**config.mk**
```make
export PLATFORM = sky130hd
export DESIGN_NAME = escape_run_length_decoder
export DESIGN_NICKNAME = d
export VERILOG_FILES = /design/src/rtl/core/erld_pkg.sv /design/src/rtl/core/erld_dict.sv /design/src/rtl/core/erld_seq.sv /design/src/rtl/core/escape_run_length_decoder.sv
export SDC_FILE = /design/constraint.sdc
export NUM_CORES = 1
export LEC_CHECK = 0
export BUFFER_PORTS_ARGS = -buffer_cell sky130_fd_sc_hd__buf_2
export CORE_ASPECT_RATIO = 1.2
export CORE_MARGIN = 3
export CORE_UTILIZATION = 35
export CTS_BUF_LIST = sky130_fd_sc_hd__clkbuf_8
export CTS_CLUSTER_SIZE = 14
export DETAILED_ROUTE_END_ITERATION = 8
export PLACE_DENSITY_LB_ADDON = 0.25
export SLEW_MARGIN = 20
export SYNTH_ARGS = -nofsm -noshare
export SYNTH_HDL_FRONTEND = slang
export SYNTH_HIERARCHICAL = 1
export SYNTH_SLANG_ARGS = --single-unit
```
**constraint.sdc**
```tcl
create_clock -name clk_i -period 1.9 [get_ports clk_i]
set_input_delay 0.19 -clock clk_i [delete_from_list [all_inputs] [get_ports clk_i]]
set_output_delay 0.19 -clock clk_i [all_outputs]
set_load 0.02 [all_outputs]
```
**src/rtl/core/erld_pkg.sv**
```systemverilog
package erld_pkg;

  localparam int unsigned ByteW    = 8;
  localparam int unsigned CntW     = 5;
  localparam int unsigned CfgW     = 64;
  localparam int unsigned CfgIdxW  = 1;
  localparam int unsigned DictIdxW = 4;

  localparam logic [ByteW-1:0]   EscByte  = 8'h07;
  localparam logic [ByteW-1:0]   ZeroByte = 8'h00;
  localparam logic [CfgIdxW-1:0] CfgDictLo = 1'd0;
  localparam logic [CfgIdxW-1:0] CfgDictHi = 1'd1;

  typedef struct packed {
    logic [ByteW-1:0] in_byte;
    logic             in_last;
  } in_req_t;

  typedef struct packed {
    logic [ByteW-1:0] out_byte;
    logic             run_last;
  } out_req_t;

endpackage

```
**src/rtl/core/erld_dict.sv**
```systemverilog
module erld_dict
  import erld_pkg::*;
(
  input  logic                clk_i,
  input  logic                rst_ni,
  input  logic                cfg_we_i,
  input  logic [CfgIdxW-1:0]  cfg_idx_i,
  input  logic [CfgW-1:0]     cfg_wdata_i,
  input  logic [DictIdxW-1:0] idx_i,
  output logic [ByteW-1:0]    entry_o
);

  logic [CfgW-1:0] lo_q;
  logic [CfgW-1:0] hi_q;
  logic [CfgW-1:0] word;

  always_ff @(posedge clk_i or negedge rst_ni) begin
    if (!rst_ni) begin
      lo_q <= '0;
      hi_q <= '0;
    end else if (cfg_we_i) begin
      case (cfg_idx_i)
        CfgDictLo: lo_q <= cfg_wdata_i;
        CfgDictHi: hi_q <= cfg_wdata_i;
        default: ;
      endcase
    end
  end

  assign word    = idx_i[DictIdxW-1] ? hi_q : lo_q;
  assign entry_o = word[{idx_i[DictIdxW-2:0], 3'b000} +: ByteW];

endmodule

```
**src/rtl/core/erld_seq.sv**
```systemverilog
module erld_seq
  import erld_pkg::*;
(
  input  logic                clk_i,
  input  logic                rst_ni,
  input  logic                in_valid_i,
  output logic                in_stall_o,
  input  in_req_t             in_req_i,
  output logic [DictIdxW-1:0] dict_idx_o,
  input  logic [ByteW-1:0]    dict_entry_i,
  output logic                out_valid_o,
  input  logic                out_stall_i,
  output out_req_t            out_req_o
);

  logic             pend_q, pend_d;
  logic [CntW-1:0]  rem_q, rem_d;
  logic [ByteW-1:0] byte_q, byte_d;
  logic [ByteW-1:0] nxt_q, nxt_d;
  logic             in_acc, out_acc;

  assign in_stall_o  = (rem_q != '0);
  assign out_valid_o = (rem_q != '0);
  assign in_acc      = in_valid_i && !in_stall_o;
  assign out_acc     = out_valid_o && !out_stall_i;
  assign dict_idx_o  = in_req_i.in_byte[DictIdxW-1:0];

  assign out_req_o.out_byte = byte_q;
  assign out_req_o.run_last = (rem_q == CntW'(1));

  always_comb begin
    pend_d = pend_q;
    rem_d  = rem_q;
    byte_d = byte_q;
    nxt_d  = nxt_q;
    if (out_acc) begin
      // shared down-counter steps one byte of the run
      rem_d  = rem_q - CntW'(1);
      byte_d = nxt_q;
    end
    if (in_acc) begin
      if (pend_q) begin
        pend_d = 1'b0;
        if (in_req_i.in_byte == ZeroByte) begin
          rem_d  = CntW'(2);
          byte_d = EscByte;
          nxt_d  = ZeroByte;
        end else begin
          rem_d  = CntW'(in_req_i.in_byte[ByteW-1:DictIdxW]);
          byte_d = dict_entry_i;
          nxt_d  = dict_entry_i;
        end
      end else if (in_req_i.in_byte == EscByte && !in_req_i.in_last) begin
        pend_d = 1'b1;
      end else begin
        rem_d  = CntW'(1);
        byte_d = in_req_i.in_byte;
        nxt_d  = in_req_i.in_byte;
      end
    end
  end

  always_ff @(posedge clk_i or negedge rst_ni) begin
    if (!rst_ni) begin
      pend_q <= 1'b0;
      rem_q  <= '0;
    end else begin
      pend_q <= pend_d;
      rem_q  <= rem_d;
    end
  end

  always_ff @(posedge clk_i) begin
    byte_q <= byte_d;
    nxt_q  <= nxt_d;
  end

  a_last_ends_run: assert property (@(posedge clk_i) disable iff (!rst_ni)
    out_acc && out_req_o.run_last |=> !out_valid_o)
    else $error("run continued after last byte");

  a_run_continues: assert property (@(posedge clk_i) disable iff (!rst_ni)
    out_acc && !out_req_o.run_last |=> out_valid_o)
    else $error("run ended early");

  a_esc_zero: assert property (@(posedge clk_i) disable iff (!rst_ni)
    in_acc && pend_q && in_req_i.in_byte == ZeroByte |=>
    out_valid_o && out_req_o.out_byte == EscByte && !out_req_o.run_last)
    else $error("escaped zero not expanded");

  a_esc_sets_pend: assert property (@(posedge clk_i) disable iff (!rst_ni)
    in_acc && !pend_q && in_req_i.in_byte == EscByte && !in_req_i.in_last |=>
    pend_q && !out_valid_o)
    else $error("escape not held pending");

endmodule

```
**src/rtl/core/escape_run_length_decoder.sv**
```systemverilog
// The first output byte is registered the cycle after its request is taken. One
// byte per cycle goes out while out_stall_i is low; a run stalls the input until
// its last byte is taken (shared run down-counter). A non-last escape is held pending.
// Reset (rst_ni low, async): dictionary words clear to zero, no escape pending,
// output empty.
module escape_run_length_decoder
  import erld_pkg::*;
(
  input  logic               clk_i,
  input  logic               rst_ni,
  input  logic               in_valid_i,
  output logic               in_stall_o,
  input  in_req_t            in_req_i,
  output logic               out_valid_o,
  input  logic               out_stall_i,
  output out_req_t           out_req_o,
  input  logic               cfg_we_i,
  input  logic [CfgIdxW-1:0] cfg_idx_i,
  input  logic [CfgW-1:0]    cfg_wdata_i
);

  logic [DictIdxW-1:0] dict_idx;
  logic [ByteW-1:0]    dict_entry;

  erld_dict u_dict (
    .clk_i       (clk_i),
    .rst_ni      (rst_ni),
    .cfg_we_i    (cfg_we_i),
    .cfg_idx_i   (cfg_idx_i),
    .cfg_wdata_i (cfg_wdata_i),
    .idx_i       (dict_idx),
    .entry_o     (dict_entry)
  );

  erld_seq u_seq (
    .clk_i        (clk_i),
    .rst_ni       (rst_ni),
    .in_valid_i   (in_valid_i),
    .in_stall_o   (in_stall_o),
    .in_req_i     (in_req_i),
    .dict_idx_o   (dict_idx),
    .dict_entry_i (dict_entry),
    .out_valid_o  (out_valid_o),
    .out_stall_i  (out_stall_i),
    .out_req_o    (out_req_o)
  );

endmodule

```
After elaboration in Yosys (flattened, before gate mapping) --
Cells that the tools add are included.
Storage, ports and cells: latch bits 0, output and inout port bits 11, memory bits (read-only) 0, input bits 79, memories kept 0, memory bits (writable) 0, flip-flop bits (word level) 150, word-level logic and storage cells 39
Cells by class: mux-type cells 16, equal/unequal tests 3, shift operators 1, $lt $le $gt $ge 0, $mul 0, bitwise operators 1, divide/modulo/power cells 0, add/sub/neg operators 1, reduce and logical (&&, ||, !) cells 11
Operators with widths (count):
- 64-bit two-way mux | 1
- 8-bit two-way mux | 8
- 64-bit by 7-bit indexed part select with 8-bit output | 1
- 5-bit two-way mux | 4
- 8-bit by 3-bit == test with 1-bit output (second input constant) | 1
- 8-bit logical NOT | 1
- 2-bit AND reduction | 3
- 5-bit by 1-bit == test with 1-bit output (second input constant) | 1
- 5-bit nonzero test | 1
- 5-bit by 1-bit subtractor with 5-bit output (second input constant) | 1
- 4-bit two-way mux | 1
- 1-bit logical AND | 3
- 1-bit logical NOT | 3
- 1-bit two-way mux | 2
- 2-bit by 1-bit inequality test with 1-bit output (second input constant) | 1
- 1-bit NOT | 1

Logic depth before layout (Yosys ltp) --
Gate-level depths: netlist of the first run.
depth after elaboration 6, mapped depth 9, mapped depth without buffers 6

Modules after synthesis --
Netlist of the first run, hierarchy kept.
By module, submodules not included:
- erld_dict | cells an instance 341, area each 5755.5 um2, seq. area each 3203.1 um2, instances 1
- erld_seq | cells an instance 113, area each 1216.2 um2, seq. area each 550.5 um2, instances 1

Least setup slack after synthesis of the first run --
Ideal clock, no wire load.
path kind input port to flip-flop, start input in_req_i[4] (netlist bit), end register u_seq.nxt_q[2], data pin, setup slack 0.098 ns, path buffers 3, data required time 1.644 ns, stages 7, setup time 0.256 ns, arrival time 1.547 ns, cell sequence buf_4 -> buf_6 -> buf_6 -> mux4_1 -> a22oi_1 -> nand2_1 -> a31o_2
On the way: word-level cells in the longest chain between the ends 4
RTL lines:
- start: declaration | line escape_run_length_decoder.sv:13 | input in_req_t in_req_i,
- 64-bit two-way mux | line erld_dict.sv:30 | assign word = idx_i[DictIdxW-1] ? hi_q : lo_q;
- 64-bit by 7-bit indexed part select with 8-bit output | line erld_dict.sv:31 | assign entry_o = word[{idx_i[DictIdxW-2:0], 3'b000} +: ByteW];
- net dict_entry[2] | line escape_run_length_decoder.sv:23 | logic [ByteW-1:0] dict_entry;
- 8-bit two-way mux | line erld_seq.sv:44 | if (in_req_i.in_byte == ZeroByte) begin
- 8-bit two-way mux | line erld_seq.sv:42 | if (pend_q) begin
- end signal: assignment | line erld_seq.sv:75 | nxt_q <= nxt_d;
- end: declaration | line erld_seq.sv:19 | logic [ByteW-1:0] nxt_q, nxt_d;
The timed path passes the listed nets, and every way through them passes these cells. A chain may end at the register's enable or synchronous reset.

Worst setup path in the final report of the first run --
start register u_dict.hi_q[37], end register u_seq.nxt_q[5], data pin
On the way: word-level cells in the longest chain between the ends 4
RTL lines:
- start: declaration | line erld_dict.sv:14 | logic [CfgW-1:0] hi_q;
- start signal: assignment | line erld_dict.sv:24 | CfgDictHi: hi_q <= cfg_wdata_i;
- 64-bit two-way mux | line erld_dict.sv:30
- 64-bit by 7-bit indexed part select with 8-bit output | line erld_dict.sv:31
- net dict_entry[5] | line escape_run_length_decoder.sv:23
- 8-bit two-way mux | line erld_seq.sv:44
- 8-bit two-way mux | line erld_seq.sv:42
The timed path passes the listed nets, and every way through them passes these cells.

==> impl_metrics.csv, run 1 <==
group,metric,value,unit
outcome,status,"completed",
floorplan,ios,90,
global_route,met1_usage,20.3,%
logic_synthesis,synth-edff-count,8,
logic_synthesis,synth_fp_nets,536,
floorplan,dieWidth,135,µm
logic_synthesis,avgSynthCellArea,15.4,µm²
timing,fin_setup_tns,0,ns
run,cap_violations,0,
setup_path,r2r-start,"u_dict/hi_q[37]",
hold_path,hp-class,"in2reg",
cts,cts_root_buffer,"clkbuf_8",
setup_path,worstPathArrival,2.05,ns
global_route,grt_pass1_vias,4686,
placement,place_area,0.00787,mm²
timing,final_max_slew_viol_count,0,
setup_path,cp-start-kind,"flip-flop",
global_route,busiest_layer,"met2",
global_route,grtUsageTotal,15.3,%
cts,clock_path_buffers,2,
timing,hold_viol,0,
detailed_routing,route.vias.total,4419,
placement,gp_congestion,0.776,
detailed_routing,drtIter0Drc,189,
cells_and_area,nNetsFinal,693,
cts,clk_pin_slew,0.08,ns
floorplan,rows,55,
global_route,grt_use_met3,3.38,%
power,p_leak,3.79,nW
logic_synthesis,synth_cell_types,40,
cells_and_area,final_area,0.00891,mm²
logic_synthesis,synth_area_leader_cell,"dfrtp_1",
logic_synthesis,yosysSeqAreaShare,53.8,%
setup_path,cp_max_fo,2,
timing,setup_viol,0,
power,power-per-cell-area,981,mW/mm²
setup_path,rrSetupSlack,0.04,ns
hold_path,worstHoldEndpoint,"u_dict/hi_q[49]",
placement,dp_cells,792,
timing,holdWs,0.0329,ns
detailed_routing,post_drt_wl_per_cell,18.2,µm
cts,clkLatencyLatePin,0.43,ns
timing,clock.fmax,537,MHz
hold_path,worstHoldPathCells,2,
logic_synthesis,synth_area,0.00697,mm²
timing,relSlewSlack,49.6,%
logic_synthesis,async_reset_ff_share,89.3,%
logic_synthesis,ys.flop_type,"dfrtp_1",
detailed_routing,firstDrtPassIters,4,
logic_synthesis,synth.area.top_cells,"dfrtp_1, mux2_2, mux4_2, mux4_1, edfxtp_1",
floorplan,dieArea,0.0217,mm²
setup_path,crit_path_end_kind,"flip-flop",
logic_synthesis,yosys-top-cells-count,"dfrtp_1, mux2_2, buf_2, mux4_2, a22oi_1",
cts,cts_tree,"done",
global_route,grt_max_degree,65,
cells_and_area,drive_gt1_share,50.6,%
placement,hpwlAfterDp,11600,µm
detailed_routing,totalWireLength,16000,µm
logic_synthesis,yosysMostFrequentCell,"dfrtp_1",
cells_and_area,finalNonFillerCells,878,
setup_path,critPathKind,"reg2reg",
placement,pre_cts_ws,-0.188,ns
detailed_routing,viasPerCell,5.03,
logic_synthesis,synthCells,454,
logic_synthesis,synth_top_area_share,48.1,%
logic_synthesis,synth_seq_cells,150,
setup_path,r2r_cells,4,
detailed_routing,drc,0,
global_route,use_met2,25.3,%
timing,min_period_over_period,98.0,%
global_route,antenna_found_initial,0,
cells_and_area,n_antenna_cell,0,
cells_and_area,n_fill_cell,1725,
power,peakVddDrop,419,µV
cells_and_area,fin_util,46.4,%
detailed_routing,ant_nets,0,
floorplan,die_h,161,µm
global_route,grt_overflow,0,
floorplan,coreArea,0.0192,mm²
timing,worstMarginPinSlew,0.755,ns
timing,clock_skew,0.00871,ns
floorplan,initial_core_util,36.3,%
cts,cts.htree.levels,4,
cells_and_area,area_delta_synth_final,27.8,%
setup_path,r2r_end,"u_seq/nxt_q[5]",
cts,numCtsBuffers,17,
power,power.total,8.74,mW
cts,clkSinkCount,150,
placement,io_buffers,89,
global_route,grt_pass1_wl,25900,µm
setup_path,required,2.08,ns
timing,finalWorstSetupSlack,0.0375,ns
timing,min_period,1.86,ns
hold_path,min_from,"cfg_wdata_i[49]",
logic_synthesis,yosys_warnings,6,
sequential cells by signal (all words and copies together), names as in the netlist:
register,flops
u_dict/hi_q,64
u_dict/lo_q,64
u_seq/byte_q,8
u_seq/nxt_q,8
u_seq/pend_q,1
u_seq/rem_q,5
power breakdown:
part | internal [mW] | switching (mW)
registers | 3.76 | 0.312
logic | 1.07 | 0.837
clock network | 1.65 | 1.11
total | 6.48 | 2.26
area by class of cell:
cell class	instances	area, µm²	share of cell area, %
multi-input cells	265	3020	33.8
flip-flops and latches	150	3750	42.1
clock inverters	10	179	2.01
inverters	6	22.5	0.253
repair buffers	171	1340	15.1
clock buffers	20	275	3.09
well taps	256	320	3.59
worst max-delay path, cell delays in order (launching register included):
cell and delay, ns:
dfrtp_1 0.38, mux4_1 0.55, a22oi_1 0.27, nand2_1 0.14, a31o_2 0.26
what timing repair did:
action / CTS / global route
hold buffers: 53 / 1
gates resized for setup: 2 / 8
setup endpoints to repair: 6 / 20
hold endpoints to repair: 134 / 1
buffers inserted: 0 / 2
metal layers:
layer | wire length [µm] | part of all wire (%)
met5 | 0 | 0
met4 | 199 | 1.2
met3 | 600 | 3.7
met2 | 8140 | 51
met1 | 7090 | 44
logic make-up after synthesis:
| kind of cell | synth area share, % |
|---|---|
| and+or+nand+nor | 4.15 |
| muxes | 33.0 |
| DFF | 53.8 |
| AOI/OAI and AO/OA | 4.67 |
| buffers and inverters | 3.43 |
| adders and majority gates | 0.538 |
| xor gates and xnor gates | 0.377 |
how the worst max path moves through the flow:
| stage | startpoint | end | slack [ns] | depth (start not counted) |
|---|---|---|---|---|
| 3_5_place_dp | in_req_i[4] | u_seq/nxt_q[5] | -0.19 | 6 |
| 5_1_grt | u_seq/rem_q[1] | in_stall_o | -0.02 | 5 |
| 4_1_cts | u_seq/rem_q[1] | in_stall_o | 0.03 | 5 |
| 6_report | u_dict/hi_q[37] | u_seq/nxt_q[5] | 0.04 | 4 |
| 3_3_place_gp | in_req_i[4] | u_seq/nxt_q[5] | -0.19 | 6 |
| 2_1_floorplan | in_req_i[4] | u_seq/nxt_q[2] | 0.1 | 7 |
cells in the final DEF (no fill, tap or decap), drive strengths merged, types with 12 or more instances in the layout:
cell type and instances:
a22oi 16, buf 117, clkbuf 20, dfrtp 134, dlygate4sd3 54, mux2 131, mux4 32, nand2 12
nor2 12
(Power assumes the default switching activity.)
==> run 2: changes to the inputs <==
--- a/config.mk
+++ b/config.mk
@@ -6,14 +6,14 @@
 export NUM_CORES = 1
 export LEC_CHECK = 0
 export BUFFER_PORTS_ARGS = -buffer_cell sky130_fd_sc_hd__buf_2
-export CORE_ASPECT_RATIO = 1.2
+export CORE_ASPECT_RATIO = 2
 export CORE_MARGIN = 3
 export CORE_UTILIZATION = 35
 export CTS_BUF_LIST = sky130_fd_sc_hd__clkbuf_8
 export CTS_CLUSTER_SIZE = 14
 export DETAILED_ROUTE_END_ITERATION = 8
 export PLACE_DENSITY_LB_ADDON = 0.25
-export SLEW_MARGIN = 20
+export SLEW_MARGIN = 0
 export SYNTH_ARGS = -nofsm -noshare
 export SYNTH_HDL_FRONTEND = slang
 export SYNTH_HIERARCHICAL = 1
==> run 2 against run 1 <==
  * Register-to-register slack improved by 0.04 ns
  * First-iteration DRC count fell by 9.5%
  * Sequential power barely moved
  * Clock power down 11%
  * Wire length up 7.8%
  * Die area rose by 0.44%
  * Clock skew rose by 0.010 ns
  * Maximum frequency rose by 2.3%
  * Cell count rose by 2.2%
  * Via count is 1.1% higher
  * Largest power group unchanged
==> impl_metrics.csv, run 2 (synthesis results as in run 1) <==
group,metric,value,unit
floorplan,rows,72,
power,net-switching-power,2.42,mW
timing,clock_skew,0.0192,ns
cts,numCtsBuffers,17,
timing,min_period,1.82,ns
detailed_routing,viasPerCell,4.98,
floorplan,die_h,206,µm
setup_path,cp-start-kind,"flip-flop",
floorplan,initial_core_util,35.8,%
timing,final_max_slew_viol_count,0,
setup_path,required,1.71,ns
cts,cts_tree,"done",
placement,pre_cts_ws,-0.189,ns
setup_path,cp_max_fo,5,
power,power-per-cell-area,965,mW/mm²
detailed_routing,totalWireLength,17300,µm
detailed_routing,route.vias.total,4469,
cts,cts_root_buffer,"clkbuf_8",
cts,cts.htree.levels,4,
power,p_leak,3.80,nW
global_route,grt_pass1_wl,27400,µm
power,power.total,8.62,mW
placement,place_area,0.00785,mm²
detailed_routing,drc,0,
timing,hold_viol,0,
placement,hpwlAfterDp,12700,µm
global_route,antenna_found_initial,0,
detailed_routing,firstDrtPassIters,4,
placement,gp_congestion,0.761,
cells_and_area,drive_gt1_share,50.8,%
setup_path,crit_path_end_kind,"output pin",
timing,rsz0062_at_grt,"true",
cts,clkSinkCount,150,
timing,relSlewSlack,70.6,%
timing,clock.fmax,549,MHz
cells_and_area,finalNonFillerCells,897,
floorplan,dieArea,0.0218,mm²
floorplan,coreArea,0.0195,mm²
cells_and_area,final_area,0.00893,mm²
timing,worstMarginPinSlew,0.442,ns
cells_and_area,nNetsFinal,707,
floorplan,ios,90,
cts,clkLatencyLatePin,0.44,ns
global_route,grtUsageTotal,16.6,%
cells_and_area,n_antenna_cell,0,
setup_path,worstPathArrival,1.63,ns
cells_and_area,top_regs,"u_dict/hi_q x64, u_dict/lo_q x64",
cells_and_area,final_cell_mix,"dfrtp_1, mux2_2, buf_2",
timing,min_period_over_period,95.9,%
global_route,grt_max_degree,65,
timing,finalWorstSetupSlack,0.0786,ns
cts,clock_path_buffers,2,
cts,clk_pin_slew,0.09,ns
power,peakVddDrop,403,µV
placement,io_buffers,89,
detailed_routing,drtIter0Drc,171,
global_route,grt_overflow,0,
detailed_routing,ant_nets,0,
outcome,status,"completed",
setup_path,critPathKind,"reg2out",
power,cellInternalPower,6.20,mW
cells_and_area,fin_util,45.9,%
timing,setup_viol,0,
cells_and_area,layout_commonest_cell,"dfrtp_1",
placement,dp_cells,799,
hold_path,hp-class,"in2reg",
power,switching_share,28.1,%
setup_path,rrSetupSlack,0.08,ns
floorplan,dieWidth,106,µm
cells_and_area,n_fill_cell,1801,
detailed_routing,post_drt_wl_per_cell,19.3,µm
global_route,grt_pass1_vias,5001,
run,cap_violations,0,
power,combinationalPowerShare,23.9,%
cells_and_area,area_delta_synth_final,28.1,%
power,clkPwrFrac,28.7,%
power,power.share.sequential,47.5,%
## run 2: cell count changes in the layout (fill, tap and decap cells not counted), sizes merged
cell,delta
buf,+9
inv,+1
clkinv,+3
dlygate4sd3,+5
clkinvlp,+3
bufinv,-2
clkbuf,-3
## run 2: worst paths after layout
kind / end / startpoint / cells past startpoint
max: in_stall_o / u_seq/rem_q[1] / 5
min: u_dict/hi_q[57] / cfg_wdata_i[57] / 2
max reg2reg: u_seq/nxt_q[4] / u_dict/hi_q[4] / 4
min reg2reg: u_dict/hi_q[1] / u_dict/hi_q[1] / 1
max in group asynchronous: u_dict/lo_q[5] / rst_ni / 3
min in group asynchronous: u_dict/hi_q[60] / rst_ni / 2
## run 2: area by class of cell
class,count,area (µm²),share of cell area [%]
flip-flops and latches,150,3750,42.0
multi-input cells,265,3010,33.7
repair buffers,185,1420,15.9
well taps,259,324,3.63
clock buffers,17,234,2.62
clock inverters,15,166,1.86
inverters,6,22.5,0.252
## run 2: what timing repair did
item | in CTS | in global routing
gates resized for setup | 3 | 8
hold buffers | 59 | 0
endpoints found under the hold margin | 135 | 0
setup endpoints to repair | 2 | 4
buffers inserted | 3 | 4
pin swaps | 0 | 1
## run 2: power groups by stage
stage,logic (mW),clock network [mW],registers [mW]
2_1_floorplan,1.21,0,4.10
3_3_place_gp,1.80,0,4.13
3_5_place_dp,1.85,0,4.16
4_1_cts,2.00,2.58,4.09
5_1_grt,2.23,2.70,4.16
6_report,2.06,2.47,4.09
## run 2: layer usage
metal  vias to the layer above  part of all wire [%]  GRT usage [%]  routed length (µm)
li1                       2047                     -              -                   -
met1                      2311                    37           17.7                6330
met2                        90                    57           31.5                9910
met3                        21                   2.9           2.86                 500
met4                         0                   3.1           7.60                 530
met5                         -                     0              0                   0
## run 2: metrics by stage
stage	hold WS, ns	setup TNS (ns)
after floorplan	-0.106	0
after global placement	0.157	-1.79
after detailed placement	0.169	-1.81
after CTS	0.00135	0
after global routing	0.00897	-0.0811
final	0.0355	0
## run 2: critical path, cell delays in order (launching register included)
cell and delay, ns:
dfrtp_1 0.41, inv_2 0.10, ha_4 0.13, nor4b_4 0.30, inv_2 0.09, buf_6 0.15
